## src/hdl/ipv4_header_checker_unit_assert.svh

```systemverilog
// ---------------------------------------------------------------------------
// IPv4 header checker assertion macros
// Shared concurrent assertion forms, clocked on clk, masked during rst_n low.
// ---------------------------------------------------------------------------
`ifndef IPV4_HEADER_CHECKER_UNIT_ASSERT_SVH
`define IPV4_HEADER_CHECKER_UNIT_ASSERT_SVH

// same-cycle implication
`define IHC_ASSERT_NOW(lbl, ante, cons, msg) \
  lbl: assert property (@(posedge clk) disable iff (!rst_n) (ante) |-> (cons)) \
    else $error(msg);

// next-cycle implication
`define IHC_ASSERT_NEXT(lbl, ante, cons, msg) \
  lbl: assert property (@(posedge clk) disable iff (!rst_n) (ante) |=> (cons)) \
    else $error(msg);

`endif

```

## src/hdl/ihc_pkg.sv

```systemverilog
// ---------------------------------------------------------------------------
// IPv4 header checker package
// Item types, verdict codes and header byte offsets.
// ---------------------------------------------------------------------------
package ihc_pkg;

  typedef enum logic [2:0] {
    VERDICT_ACCEPT   = 3'd0,
    VERDICT_VERSION  = 3'd1,
    VERDICT_LENGTH   = 3'd2,
    VERDICT_TTL      = 3'd3,
    VERDICT_CHECKSUM = 3'd4,
    VERDICT_DEST     = 3'd5
  } ihc_verdict_t;

  typedef struct packed {
    logic [7:0] data_byte;
    logic       packet_start;
  } ihc_in_t;

  typedef struct packed {
    ihc_verdict_t verdict;
    logic [5:0]   header_bytes;
  } ihc_out_t;

  // item held in the input stage
  typedef struct packed {
    logic    valid;
    ihc_in_t item;
  } ihc_stage_t;

  localparam logic [3:0] IP_VERSION    = 4'd4;
  localparam logic [3:0] IHL_MIN       = 4'd5;
  localparam logic [5:0] POS_TTL       = 6'd8;
  localparam logic [5:0] POS_CSUM_HI   = 6'd10;
  localparam logic [5:0] POS_CSUM_LO   = 6'd11;
  localparam logic [5:0] POS_DST_FIRST = 6'd16;
  localparam logic [5:0] POS_DST_LAST  = 6'd19;
  localparam logic [5:0] POS_MAX       = 6'd59;

endpackage

```

## src/hdl/ipv4_header_checker_unit.sv

```systemverilog
// ---------------------------------------------------------------------------
// IPv4 header checker
// Parses IPv4 headers from a byte stream and gives at most one verdict per packet.
// ---------------------------------------------------------------------------
//  channel  ports                        item
//  in       in_valid/in_ready/in_data    one packet byte, start flag
//  out      out_valid/out_ready/out_data verdict, header length in bytes
//  cfg      cfg_wr_en/cfg_wr_data        local address, written at once
//
// One byte per cycle sustained while out_ready is high; a verdict leaves from the result register.
// The path is input register, parser logic, result register.
// Synchronous active-low reset; the block then ignores bytes until a start.
// A stalled result holds both registers; the input stays open while either
// register is empty.
// ---------------------------------------------------------------------------
module ipv4_header_checker_unit
  import ihc_pkg::*;
(
  input  logic        clk,
  input  logic        rst_n,
  input  logic        in_valid,
  output logic        in_ready,
  input  ihc_in_t     in_data,
  output logic        out_valid,
  input  logic        out_ready,
  output ihc_out_t    out_data,
  input  logic        cfg_wr_en,
  input  logic [31:0] cfg_wr_data
);

  ihc_stage_t stage;
  logic       advance;
  logic       res_valid;
  ihc_out_t   res;

  ihc_in_stage u_in (
    .clk      (clk),
    .rst_n    (rst_n),
    .in_valid (in_valid),
    .in_ready (in_ready),
    .in_data  (in_data),
    .advance  (advance),
    .stage    (stage)
  );

  ihc_parse u_parse (
    .clk         (clk),
    .rst_n       (rst_n),
    .cfg_wr_en   (cfg_wr_en),
    .cfg_wr_data (cfg_wr_data),
    .stage       (stage),
    .advance     (advance),
    .res_valid   (res_valid),
    .res         (res)
  );

  ihc_out_stage u_out (
    .clk       (clk),
    .rst_n     (rst_n),
    .res_valid (res_valid),
    .res       (res),
    .advance   (advance),
    .out_valid (out_valid),
    .out_ready (out_ready),
    .out_data  (out_data)
  );

endmodule

```

## src/hdl/ihc_in_stage.sv

```systemverilog
// ---------------------------------------------------------------------------
// IPv4 header checker input stage
// Registers one accepted byte item ahead of the parser.
// ---------------------------------------------------------------------------
module ihc_in_stage
  import ihc_pkg::*;
(
  input  logic       clk,
  input  logic       rst_n,
  input  logic       in_valid,
  output logic       in_ready,
  input  ihc_in_t    in_data,
  input  logic       advance,
  output ihc_stage_t stage
);

  logic    valid_r;
  ihc_in_t item_r;

  assign in_ready = !valid_r || advance;

  always_ff @(posedge clk) begin
    if (!rst_n) begin
      valid_r <= 1'b0;
    end else if (in_valid && in_ready) begin
      valid_r <= 1'b1;
    end else if (advance) begin
      valid_r <= 1'b0;
    end
  end

  always_ff @(posedge clk) begin
    if (in_valid && in_ready) begin
      item_r <= in_data;
    end
  end

  assign stage.valid = valid_r;
  assign stage.item  = item_r;

endmodule

```

## src/hdl/ihc_parse.sv

```systemverilog
// ---------------------------------------------------------------------------
// IPv4 header checker parser
// Per-byte header state update and the verdict at the deciding byte.
// ---------------------------------------------------------------------------
`include "ipv4_header_checker_unit_assert.svh"

module ihc_parse
  import ihc_pkg::*;
(
  input  logic        clk,
  input  logic        rst_n,
  input  logic        cfg_wr_en,
  input  logic [31:0] cfg_wr_data,
  input  ihc_stage_t  stage,
  input  logic        advance,
  output logic        res_valid,
  output ihc_out_t    res
);

  logic [31:0] local_addr_r;
  logic [5:0]  pos_r, pos_nxt;
  logic [3:0]  hwords_r, hwords_nxt;
  logic [20:0] sum_r, sum_nxt;
  logic [7:0]  pend_r, pend_nxt;
  logic [15:0] csum_r, csum_nxt;
  logic [31:0] dst_r, dst_nxt;
  logic        ttlz_r, ttlz_nxt;
  logic        vg_r, vg_nxt;

  logic        step;
  logic        start;
  logic [7:0]  b;
  logic [5:0]  pos_c;
  logic [3:0]  hw_eff;
  logic [5:0]  hdr_bytes;
  logic [5:0]  last_pos;
  logic [20:0] sum_add;
  logic [16:0] fold1;
  logic [15:0] fold2;
  logic [31:0] ones_mask;
  logic        dst_ok;
  logic        ver_err;
  logic        len_err;
  logic        last_byte;

  assign step  = stage.valid && advance;
  assign start = stage.item.packet_start;
  assign b     = stage.item.data_byte;

  always_ff @(posedge clk) begin
    if (!rst_n) begin
      local_addr_r <= '0;
    end else if (cfg_wr_en) begin
      local_addr_r <= cfg_wr_data;
    end
  end

  // start clears the packet state before the byte is looked at
  always_comb begin
    pos_c      = start ? '0 : pos_r;
    hwords_nxt = start ? '0 : hwords_r;
    sum_nxt    = start ? '0 : sum_r;
    pend_nxt   = start ? '0 : pend_r;
    csum_nxt   = start ? '0 : csum_r;
    dst_nxt    = start ? '0 : dst_r;
    ttlz_nxt   = start ? 1'b0 : ttlz_r;
    vg_nxt     = start ? 1'b0 : vg_r;
    pos_nxt    = pos_c;
    ver_err    = 1'b0;
    len_err    = 1'b0;
    last_byte  = 1'b0;

    hw_eff    = (pos_c == '0) ? b[3:0] : hwords_nxt;
    hdr_bytes = {hw_eff, 2'b00};
    last_pos  = hdr_bytes - 6'd1;

    if (!vg_nxt) begin
      if (pos_c == '0 && b[7:4] != IP_VERSION) begin
        vg_nxt  = 1'b1;
        ver_err = 1'b1;
      end else if (pos_c == '0 && b[3:0] < IHL_MIN) begin
        vg_nxt  = 1'b1;
        len_err = 1'b1;
      end else begin
        hwords_nxt = hw_eff;
        if (!pos_c[0]) begin
          pend_nxt = b;
        end else if (pos_c != POS_CSUM_LO) begin
          sum_nxt = sum_nxt + {5'd0, pend_nxt, b};
        end
        if (pos_c == POS_TTL) begin
          ttlz_nxt = (b == 8'd0);
        end
        if (pos_c == POS_CSUM_HI || pos_c == POS_CSUM_LO) begin
          csum_nxt = {csum_nxt[7:0], b};
        end
        if (pos_c >= POS_DST_FIRST && pos_c <= POS_DST_LAST) begin
          dst_nxt = {dst_nxt[23:0], b};
        end
        if (pos_c == last_pos) begin
          vg_nxt    = 1'b1;
          last_byte = 1'b1;
        end else begin
          pos_nxt = pos_c + 6'd1;
        end
      end
    end
  end

  // end-around carry folded twice
  assign sum_add = sum_nxt;
  assign fold1   = {12'd0, sum_add[20:16]} + {1'b0, sum_add[15:0]};
  assign fold2   = {15'd0, fold1[16]} + fold1[15:0];

  // ignore the destination's run of trailing ones (subnet broadcast)
  assign ones_mask = dst_nxt & ~(dst_nxt + 32'd1);
  assign dst_ok    = ((dst_nxt ^ local_addr_r) & ~ones_mask) == 32'd0;

  // early rejects first, then ttl, checksum and destination in turn
  always_comb begin
    res_valid        = step && (ver_err || len_err || last_byte);
    res.header_bytes = last_byte ? hdr_bytes : 6'd0;
    priority if (ver_err) begin
      res.verdict = VERDICT_VERSION;
    end else if (len_err) begin
      res.verdict = VERDICT_LENGTH;
    end else if (ttlz_nxt) begin
      res.verdict = VERDICT_TTL;
    end else if (~fold2 != csum_nxt) begin
      res.verdict = VERDICT_CHECKSUM;
    end else if (!dst_ok) begin
      res.verdict = VERDICT_DEST;
    end else begin
      res.verdict = VERDICT_ACCEPT;
    end
  end

  always_ff @(posedge clk) begin
    if (!rst_n) begin
      pos_r    <= '0;
      hwords_r <= '0;
      sum_r    <= '0;
      pend_r   <= '0;
      csum_r   <= '0;
      dst_r    <= '0;
      ttlz_r   <= 1'b0;
      vg_r     <= 1'b1;
    end else if (step) begin
      pos_r    <= pos_nxt;
      hwords_r <= hwords_nxt;
      sum_r    <= sum_nxt;
      pend_r   <= pend_nxt;
      csum_r   <= csum_nxt;
      dst_r    <= dst_nxt;
      ttlz_r   <= ttlz_nxt;
      vg_r     <= vg_nxt;
    end
  end

  `IHC_ASSERT_NOW(a_pos_range, 1'b1, pos_r <= POS_MAX, "byte position beyond header")
  `IHC_ASSERT_NEXT(a_verdict_closes, res_valid, vg_r, "verdict given but packet still open")
  `IHC_ASSERT_NOW(a_len_zero_early,
    res_valid,
    (res.verdict == VERDICT_VERSION || res.verdict == VERDICT_LENGTH) ==
      (res.header_bytes == 6'd0),
    "header length inconsistent with verdict")
  `IHC_ASSERT_NOW(a_res_on_step, res_valid, step, "result without a step")

endmodule

```

## src/hdl/ihc_out_stage.sv

```systemverilog
// ---------------------------------------------------------------------------
// IPv4 header checker output stage
// Result register; frees the pipeline whenever it is empty or being taken.
// ---------------------------------------------------------------------------
module ihc_out_stage
  import ihc_pkg::*;
(
  input  logic     clk,
  input  logic     rst_n,
  input  logic     res_valid,
  input  ihc_out_t res,
  output logic     advance,
  output logic     out_valid,
  input  logic     out_ready,
  output ihc_out_t out_data
);

  logic     valid_r;
  ihc_out_t data_r;

  assign advance = !valid_r || out_ready;

  always_ff @(posedge clk) begin
    if (!rst_n) begin
      valid_r <= 1'b0;
    end else if (advance) begin
      valid_r <= res_valid;
    end
  end

  always_ff @(posedge clk) begin
    if (advance && res_valid) begin
      data_r <= res;
    end
  end

  assign out_valid = valid_r;
  assign out_data  = data_r;

endmodule
```

## config.mk

```make
export PLATFORM = sky130hd
export DESIGN_NAME = ipv4_header_checker_unit
export DESIGN_NICKNAME = d
export VERILOG_FILES = /design/src/hdl/ihc_pkg.sv /design/src/hdl/ipv4_header_checker_unit.sv /design/src/hdl/ihc_in_stage.sv /design/src/hdl/ihc_parse.sv /design/src/hdl/ihc_out_stage.sv
export VERILOG_INCLUDE_DIRS = /design/src /design/src/hdl
export SDC_FILE = /design/constraint.sdc
export NUM_CORES = 1
export LEC_CHECK = 0
export ABC_AREA = 1
export BUFFER_PORTS_ARGS = -buffer_cell sky130_fd_sc_hd__buf_2
export CAP_MARGIN = 15
export CORE_ASPECT_RATIO = 1.5
export CORE_MARGIN = 2
export CORE_UTILIZATION = 45
export CTS_CLUSTER_SIZE = 8
export DETAILED_ROUTE_END_ITERATION = 12
export SYNTH_ARGS = -nofsm -noshare
export SYNTH_HDL_FRONTEND = slang
export SYNTH_SLANG_ARGS = --single-unit
export TNS_END_PERCENT = 100
```

## constraint.sdc

```tcl
create_clock -name clk -period 13.4 [get_ports clk]
set_clock_uncertainty 0.2 [all_clocks]
set_input_delay 0.67 -clock clk [delete_from_list [all_inputs] [get_ports clk]]
set_output_delay 0.67 -clock clk [all_outputs]
set_load 0.02 [all_outputs]
```

==> impl_metrics.env, run 1 <==
export IMPL_worst_slack_ns=5.30
export IMPL_clock_sinks=139
export IMPL_endpoint_kind="flop"
export IMPL_rsz0062_at_grt="no"
export IMPL_grt_max_degree=105
export IMPL_port_buffers=54
export IMPL_wl_per_cell_um=16.4
export IMPL_multi_input_area_sq_mm=0.00624
export IMPL_grt_pass1_wl_um=52700
export IMPL_synth_area_sq_mm=0.0105
export IMPL_seqCellArea_sq_mm=0.00294
export IMPL_async_flop_share_pct=0
export IMPL_drtIter0Drc=560
export IMPL_endpoint="u_out.out_data[8]"
export IMPL_maxCapViolations=0
export IMPL_postRouteAntennaNets=0
export IMPL_antenna_found_initial=0
export IMPL_cp_required_ns=13.40
export IMPL_fin_crit_ns=8.10
export IMPL_ys_warn_count=0
export IMPL_area_growth_pct=8.75
export IMPL_syn_inst=1674
export IMPL_viasPerCell=5.43
export IMPL_syn_avg_cell_area_sq_um=6.28
export IMPL_cpPeakStageDelay_ns=0.70
export IMPL_grt_overflow=0
export IMPL_layout_common_cells="nand2_1 (311), nor2_1 (248), inv_1 (234), o21ai_0 (145), dfxtp_1 (123)"
export IMPL_leakage_nw=5.12
export IMPL_post_cts_buffers=0
export IMPL_synth_ff_type="dfxtp_1"
export IMPL_dp_hpwl_um=24400
export IMPL_hp_class="in2reg"
export IMPL_wl_um=32400
export IMPL_slew_violations=0
export IMPL_die_w_um=129
export IMPL_power_density_mw_per_mm2=98.3
export IMPL_synth_edf_count=16
export IMPL_dp_slack_ns=5.38
export IMPL_cts_resized=0
export IMPL_io_pins=57
export IMPL_htreeDepth=4
export IMPL_cp_arrival_ns=8.10
export IMPL_hold_viol_final=0
export IMPL_fin_area_sq_mm=0.0114
export IMPL_max_freq_mhz=123
export IMPL_cts_root_buf="clkbuf_16"
export IMPL_hold_buffers=0
export IMPL_die_y_um=191
export IMPL_drive_gt1_share_pct=11.1
export IMPL_clock_latency_ns=0.45
export IMPL_setup_violations=0
export IMPL_core_area_sq_mm=0.0230
export IMPL_track_usage_pct=27.5
export IMPL_fp_row_count=68
export IMPL_slew_headroom_pct=34.0
export IMPL_tightestPinTransition_ns=0.990
export IMPL_fillers=2463
export IMPL_cpMostUsedCell="nor2_1"
export IMPL_startpoint_type="flop"
export IMPL_critPathMaxFanout=47
export IMPL_ys_ff_latch=139
export IMPL_final_setup_tns_ns=0
export IMPL_start_util_pct=45.7
export IMPL_final_common_cell="nand2_1"
export IMPL_r2r_cells=39
export IMPL_gp_congestion=1.04
export IMPL_ys_types=60
export IMPL_dr_pass1_iters=5
export IMPL_clk_pin_slew_ns=0.06
export IMPL_fin_nets=1753
export IMPL_dieArea_sq_mm=0.0246
export IMPL_crit_type="reg2reg"
export IMPL_cts_tree="built"
export IMPL_cts_buffer_depth=2
export IMPL_rrSetupSlack_ns=5.30
export IMPL_seq_area_frac_synth_pct=28.0
export IMPL_post_route_drc_count=0
export IMPL_vias=10700
export IMPL_crit_reg2reg_capture="u_out.out_data[8]"
export IMPL_cp_startpoint="u_in.stage[0]"
export IMPL_period_share_pct=60.4
export IMPL_cts_made_buffers=17
export IMPL_peakVddDrop_mv=0.0914
export IMPL_finalPower_mw=1.12
export IMPL_slowest_stage="clkinv_1"
export IMPL_n_antenna_cell=0
export IMPL_worstReg2RegStart="u_in.stage[0]"
export IMPL_grt_pass1_vias=10400
export IMPL_placed_area_sq_mm=0.0108
export IMPL_status="completed"
## per-stage QoR
step | util [%] | instances | hold slack (ns)
after detailed placement | 47.2 | 1946 | 0.264
after CTS | 49.7 | 1978 | 0.187
after global routing | 49.7 | 1978 | 0.193
final | 49.7 | 1978 | 0.200
after floorplan | - | 1675 | 0.245
after global placement | 47.2 | 1946 | 0.254
## logic make-up after synthesis
| family | share of synthesized area (%) |
|---|---|
| adder cells (fa/ha/maj) | 2.69 |
| flip-flops | 28.0 |
| AND/OR/NAND/NOR | 33.3 |
| buffers and inverters | 12.6 |
| XOR/XNOR | 3.49 |
| AO/OA/AOI/OAI | 19.8 |
| multiplexers | 0.107 |
| other | 0.0357 |
## where the power goes
| group | internal [mW] | switching [mW] | total [mW] |
|---|---|---|---|
| Clock | 0.287 | 0.195 | 0.482 |
| Sequential | 0.446 | 0.0173 | 0.463 |
| Combinational | 0.0588 | 0.119 | 0.178 |
| Total | 0.791 | 0.331 | 1.12 |
## area by class of cell
| class | instances | area share (%) |
|---|---|---|
| clock inverters | 8 | 0.701 |
| multi-input cells | 1208 | 54.6 |
| flip-flops and latches | 139 | 25.8 |
| clock buffers | 24 | 4.49 |
| well taps | 280 | 3.07 |
| repair buffers | 61 | 2.82 |
| inverters | 258 | 8.53 |
## cell usage after synthesis (7+ instances only)
cell type / n / share of area [%]
nand2_1: 311 / 11
nor2_1: 248 / 8.9
inv_1: 235 / 8.4
o21ai_0: 145 / 6.9
dfxtp_1: 123 / 23
a21oi_1: 102 / 4.9
nand3_1: 93 / 4.4
clkbuf_1: 41 / 1.5
nand4_1: 30 / 1.8
a31oi_1: 24 / 1.4
nand2_2: 23 / 1.4
xnor2_1: 23 / 1.9
ha_1: 21 / 2.5
o211ai_1: 21 / 1.5
inv_2: 17 / 0.61
xor2_1: 17 / 1.4
edfxtp_1: 16 / 4.6
nor2_2: 15 / 0.89
o21a_1: 14 / 1.0
o221ai_1: 12 / 1.0
and2_1: 10 / 0.60
buf_2: 10 / 0.48
nor3_1: 10 / 0.48
o21ai_1: 10 / 0.48
nor4_1: 9 / 0.54
buf_6: 7 / 0.75
o31ai_1: 7 / 0.50
## worst max-delay path: cells and delay by family (launching register included)
family          cells  cell delay [ns]
compound gates      3             0.54
xor+xnor            3             0.55
simple gates       24             3.71
flops               1             0.35
buf+inv             5             1.27
fa+ha+maj           4             1.22
## state kept, by name (all words and copies together) (netlist names), 4 cells and up
name	cells
u_in.stage	9
u_out.out_data	7
u_parse.csum_r	16
u_parse.dst_r	32
u_parse.hwords_r	4
u_parse.local_addr_r	32
u_parse.pend_r	8
u_parse.pos_r	6
u_parse.sum_r	21
## worst min-delay path by stage
stage	from	end	slack, ns	depth (start not counted)
2_1_floorplan	u_parse.pos_r[1]	u_parse.pos_r[1]	0.25	2
3_3_place_gp	u_parse.pos_r[1]	u_parse.pos_r[1]	0.25	2
3_5_place_dp	u_parse.pos_r[1]	u_parse.pos_r[1]	0.26	2
4_1_cts	in_data[6]	u_in.stage[6]	0.19	1
5_1_grt	in_data[6]	u_in.stage[6]	0.19	1
6_report	in_data[6]	u_in.stage[6]	0.20	1
## layer usage
layer | part of all wire [%] | track usage [%] | up-vias
li1 | - | - | 5478
met1 | 39 | 29.2 | 4892
met2 | 52 | 50.9 | 267
met3 | 3.1 | 3.89 | 102
met4 | 6.0 | 16.3 | 0
met5 | 0 | 0 | -
Power figures use the tool's default switching activity.
==> run 2, diff against run 1 <==
- ABC_AREA: 1 -> 0
- clock period: 13.4 -> 7.6 ns (I/O delays scaled with it)
==> impl_metrics.env, run 2 <==
export IMPL_hold_viol_final=0
export IMPL_clock_latency_ns=0.43
export IMPL_grt_pass1_vias=9759
export IMPL_fin_area_sq_mm=0.0118
export IMPL_finish_utilization_pct=55.0
export IMPL_rrSetupSlack_ns=0.29
export IMPL_min_to="u_parse.local_addr_r[12]"
export IMPL_start_util_pct=45.5
export IMPL_wl_per_cell_um=21.5
export IMPL_dr_pass1_iters=6
export IMPL_startpoint_type="flop"
export IMPL_io_pins=57
export IMPL_hp_class="in2reg"
export IMPL_synth_ff_type="dfxtp_1"
export IMPL_clk_pin_slew_ns=0.06
export IMPL_viasPerCell=6.16
export IMPL_hp_start="cfg_wr_data[12]"
export IMPL_power_density_mw_per_mm2=155
export IMPL_ys_ff_latch=139
export IMPL_grt_overflow=0
export IMPL_worstReg2RegStart="u_in.stage[0]"
export IMPL_gp_congestion=1.01
export IMPL_vias=10200
export IMPL_syn_avg_cell_area_sq_um=7.71
export IMPL_wl_um=35500
export IMPL_cts_buffer_depth=2
export IMPL_tightestPinTransition_ns=1.11
export IMPL_peakVddDrop_mv=0.178
export IMPL_holdPathStages=3
export IMPL_dp_hpwl_um=26100
export IMPL_post_route_drc_count=0
export IMPL_fin_crit_ns=7.31
export IMPL_cp_required_ns=7.58
export IMPL_antenna_found_initial=0
export IMPL_wl_met2_um=18000
export IMPL_dieArea_sq_mm=0.0229
export IMPL_cpPeakStageDelay_ns=0.58
export IMPL_async_flop_share_pct=0
export IMPL_placed_area_sq_mm=0.0106
export IMPL_wl_met3_um=1200
export IMPL_area_growth_pct=20.9
export IMPL_synth_edf_count=16
export IMPL_htreeDepth=4
export IMPL_fin_nets=1434
export IMPL_period_share_pct=96.2
export IMPL_post_synth_top_area_cell="dfxtp_1"
export IMPL_grt_max_degree=66
export IMPL_die_y_um=185
export IMPL_final_cells=1650
export IMPL_synth_area_sq_mm=0.00978
export IMPL_ys_types=84
export IMPL_ys_warn_count=0
export IMPL_drive_gt1_share_pct=15.1
export IMPL_postRouteAntennaNets=0
export IMPL_slew_violations=0
export IMPL_cts_tree="built"
export IMPL_cpMostUsedCell="nand4_1"
export IMPL_max_freq_mhz=137
export IMPL_seq_area_frac_synth_pct=30.1
export IMPL_layout_common_cells="nor2_1 (190), dfxtp_1 (123), nand2_1 (93), a21oi_1 (85), buf_4 (68)"
export IMPL_fp_row_count=66
export IMPL_drtIter0Drc=882
export IMPL_place_inst=1561
export IMPL_wl_met1_um=13200
export IMPL_reg_largest_list="u_parse.dst_r (32), u_parse.local_addr_r (32), u_parse.sum_r (21)"
export IMPL_r2r_cells=33
export IMPL_routed_top_layer="met4"
export IMPL_die_w_um=124
export IMPL_dp_slack_ns=0.0765
export IMPL_clock_sinks=139
export IMPL_leakage_nw=4.52
export IMPL_cp_arrival_ns=7.30
export IMPL_synth_most_common_cell="nor2_1"
export IMPL_crit_reg2reg_capture="u_out.out_data[6]"
export IMPL_maxCapViolations=0
export IMPL_slew_headroom_pct=25.7
export IMPL_yosys_top_cells_area="dfxtp_1 (25%), nor2_1 (7.4%), edfxtp_1 (4.9%), a22oi_1 (4.8%), a21oi_1 (4.5%)"
export IMPL_core_area_sq_mm=0.0215
export IMPL_port_buffers=54
export IMPL_syn_inst=1268
export IMPL_slowest_stage="or4b_1"
export IMPL_worst_slack_ns=0.287
export IMPL_track_usage_pct=30.7
export IMPL_rsz0062_at_grt="yes"
export IMPL_final_common_cell="nor2_1"
export IMPL_critPathMaxFanout=6
export IMPL_synth_common_cells="nor2_1 (192), dfxtp_1 (123), nand2_1 (93)"
export IMPL_setup_violations=0
export IMPL_cts_made_buffers=17
export IMPL_n_antenna_cell=0
export IMPL_grt_pass1_wl_um=55100
export IMPL_crit_type="reg2reg"
export IMPL_final_setup_tns_ns=0
export IMPL_yosysTopAreaCellShare_pct=25.2
export IMPL_endpoint_kind="flop"
export IMPL_cts_root_buf="clkbuf_16"
export IMPL_status="completed"
-- run 2: cell count changes after synthesis, moves of 22 or more --
cell,before,now
nand2_1,311,93
inv_1,235,22
o21ai_0,145,53
nand3_1,93,29
a22oi_1,2,63
nor2_1,248,192
mux2i_1,0,42
and3_1,0,37
a211oi_1,1,31
clkbuf_1,41,71
nor2b_1,0,28
nand2_2,23,0
nor3_1,10,32
-- run 2: cells by family (layout without fill, tap and decap cells) --
logic type,after synthesis,in the layout,synth area share (%)
multiplexers,43,43,4.53
AO/OA/AOI/OAI,358,358,25.0
XOR/XNOR,63,63,5.64
AND/OR/NAND/NOR,527,527,26.9
flip-flops,139,139,30.1
adder cells (fa/ha/maj),25,25,3.20
buffers and inverters,112,221,4.51
other,1,2,0.0384
-- run 2: power breakdown --
part	leakage (nW)	total, mW	switching, mW	internal, mW
clock	0.290	0.844	0.350	0.495
sequential	1.15	0.789	0.0247	0.764
combinational	3.08	0.202	0.122	0.0801
total	4.52	1.84	0.496	1.34
-- run 2: per-layer routing --
layer  up-vias  global-route usage, %
met4         0                   23.6
met3       131                   3.13
met1      4836                   33.0
met5         -                      0
met2       329                   55.2
li1       4871                      -
-- run 2: critical path, delay by kind of cell, from the launching register on --
family | cells | cell delay, ns
flops | 1 | 0.49
fa+ha+maj | 4 | 0.92
xor+xnor | 2 | 0.40
mux | 1 | 0.32
compound gates | 13 | 2.28
simple gates | 11 | 2.17
buf+inv | 2 | 0.29
-- run 2: area by class of cell --
type	count	area [sq um]
fill	2064	9660
multi-input combinational	1018	6630
sequential	139	2940
timing repair buffer	168	1240
clock buffer	19	443
tap	272	340
clock inverter	12	138
inverter	22	85.1
-- run 2: worst max-delay path by stage --
stage | start | end | slack [ns] | depth (start not counted)
after floorplan | u_in.stage[0] | u_out.out_data[6] | -0.65 | 43
after global placement | u_in.stage[0] | u_out.out_data[8] | 0.26 | 34
after detailed placement | u_in.stage[0] | u_out.out_data[8] | 0.08 | 34
after CTS | u_in.stage[0] | u_out.out_data[8] | 0.05 | 34
after global routing | u_in.stage[0] | u_out.out_data[6] | -0.16 | 35
final | u_in.stage[0] | u_out.out_data[6] | 0.29 | 33
-- run 2: timing repair --
| item | CTS | global route |
|---|---|---|
| hold buffers | 41 | 0 |
| endpoints found under the hold margin | 41 | 0 |
| resized for setup | 0 | 24 |
| buffers inserted | 0 | 15 |
| setup endpoints to repair | 0 | 2 |
-- run 2: per-stage QoR --
stage               power [mW]  hold slack, ns
floorplan                0.916           0.246
global placement         0.981           0.259
detailed placement       0.982           0.268
CTS                       1.84         0.00312
global route              1.89          0.0238
finish                    1.84         0.00494
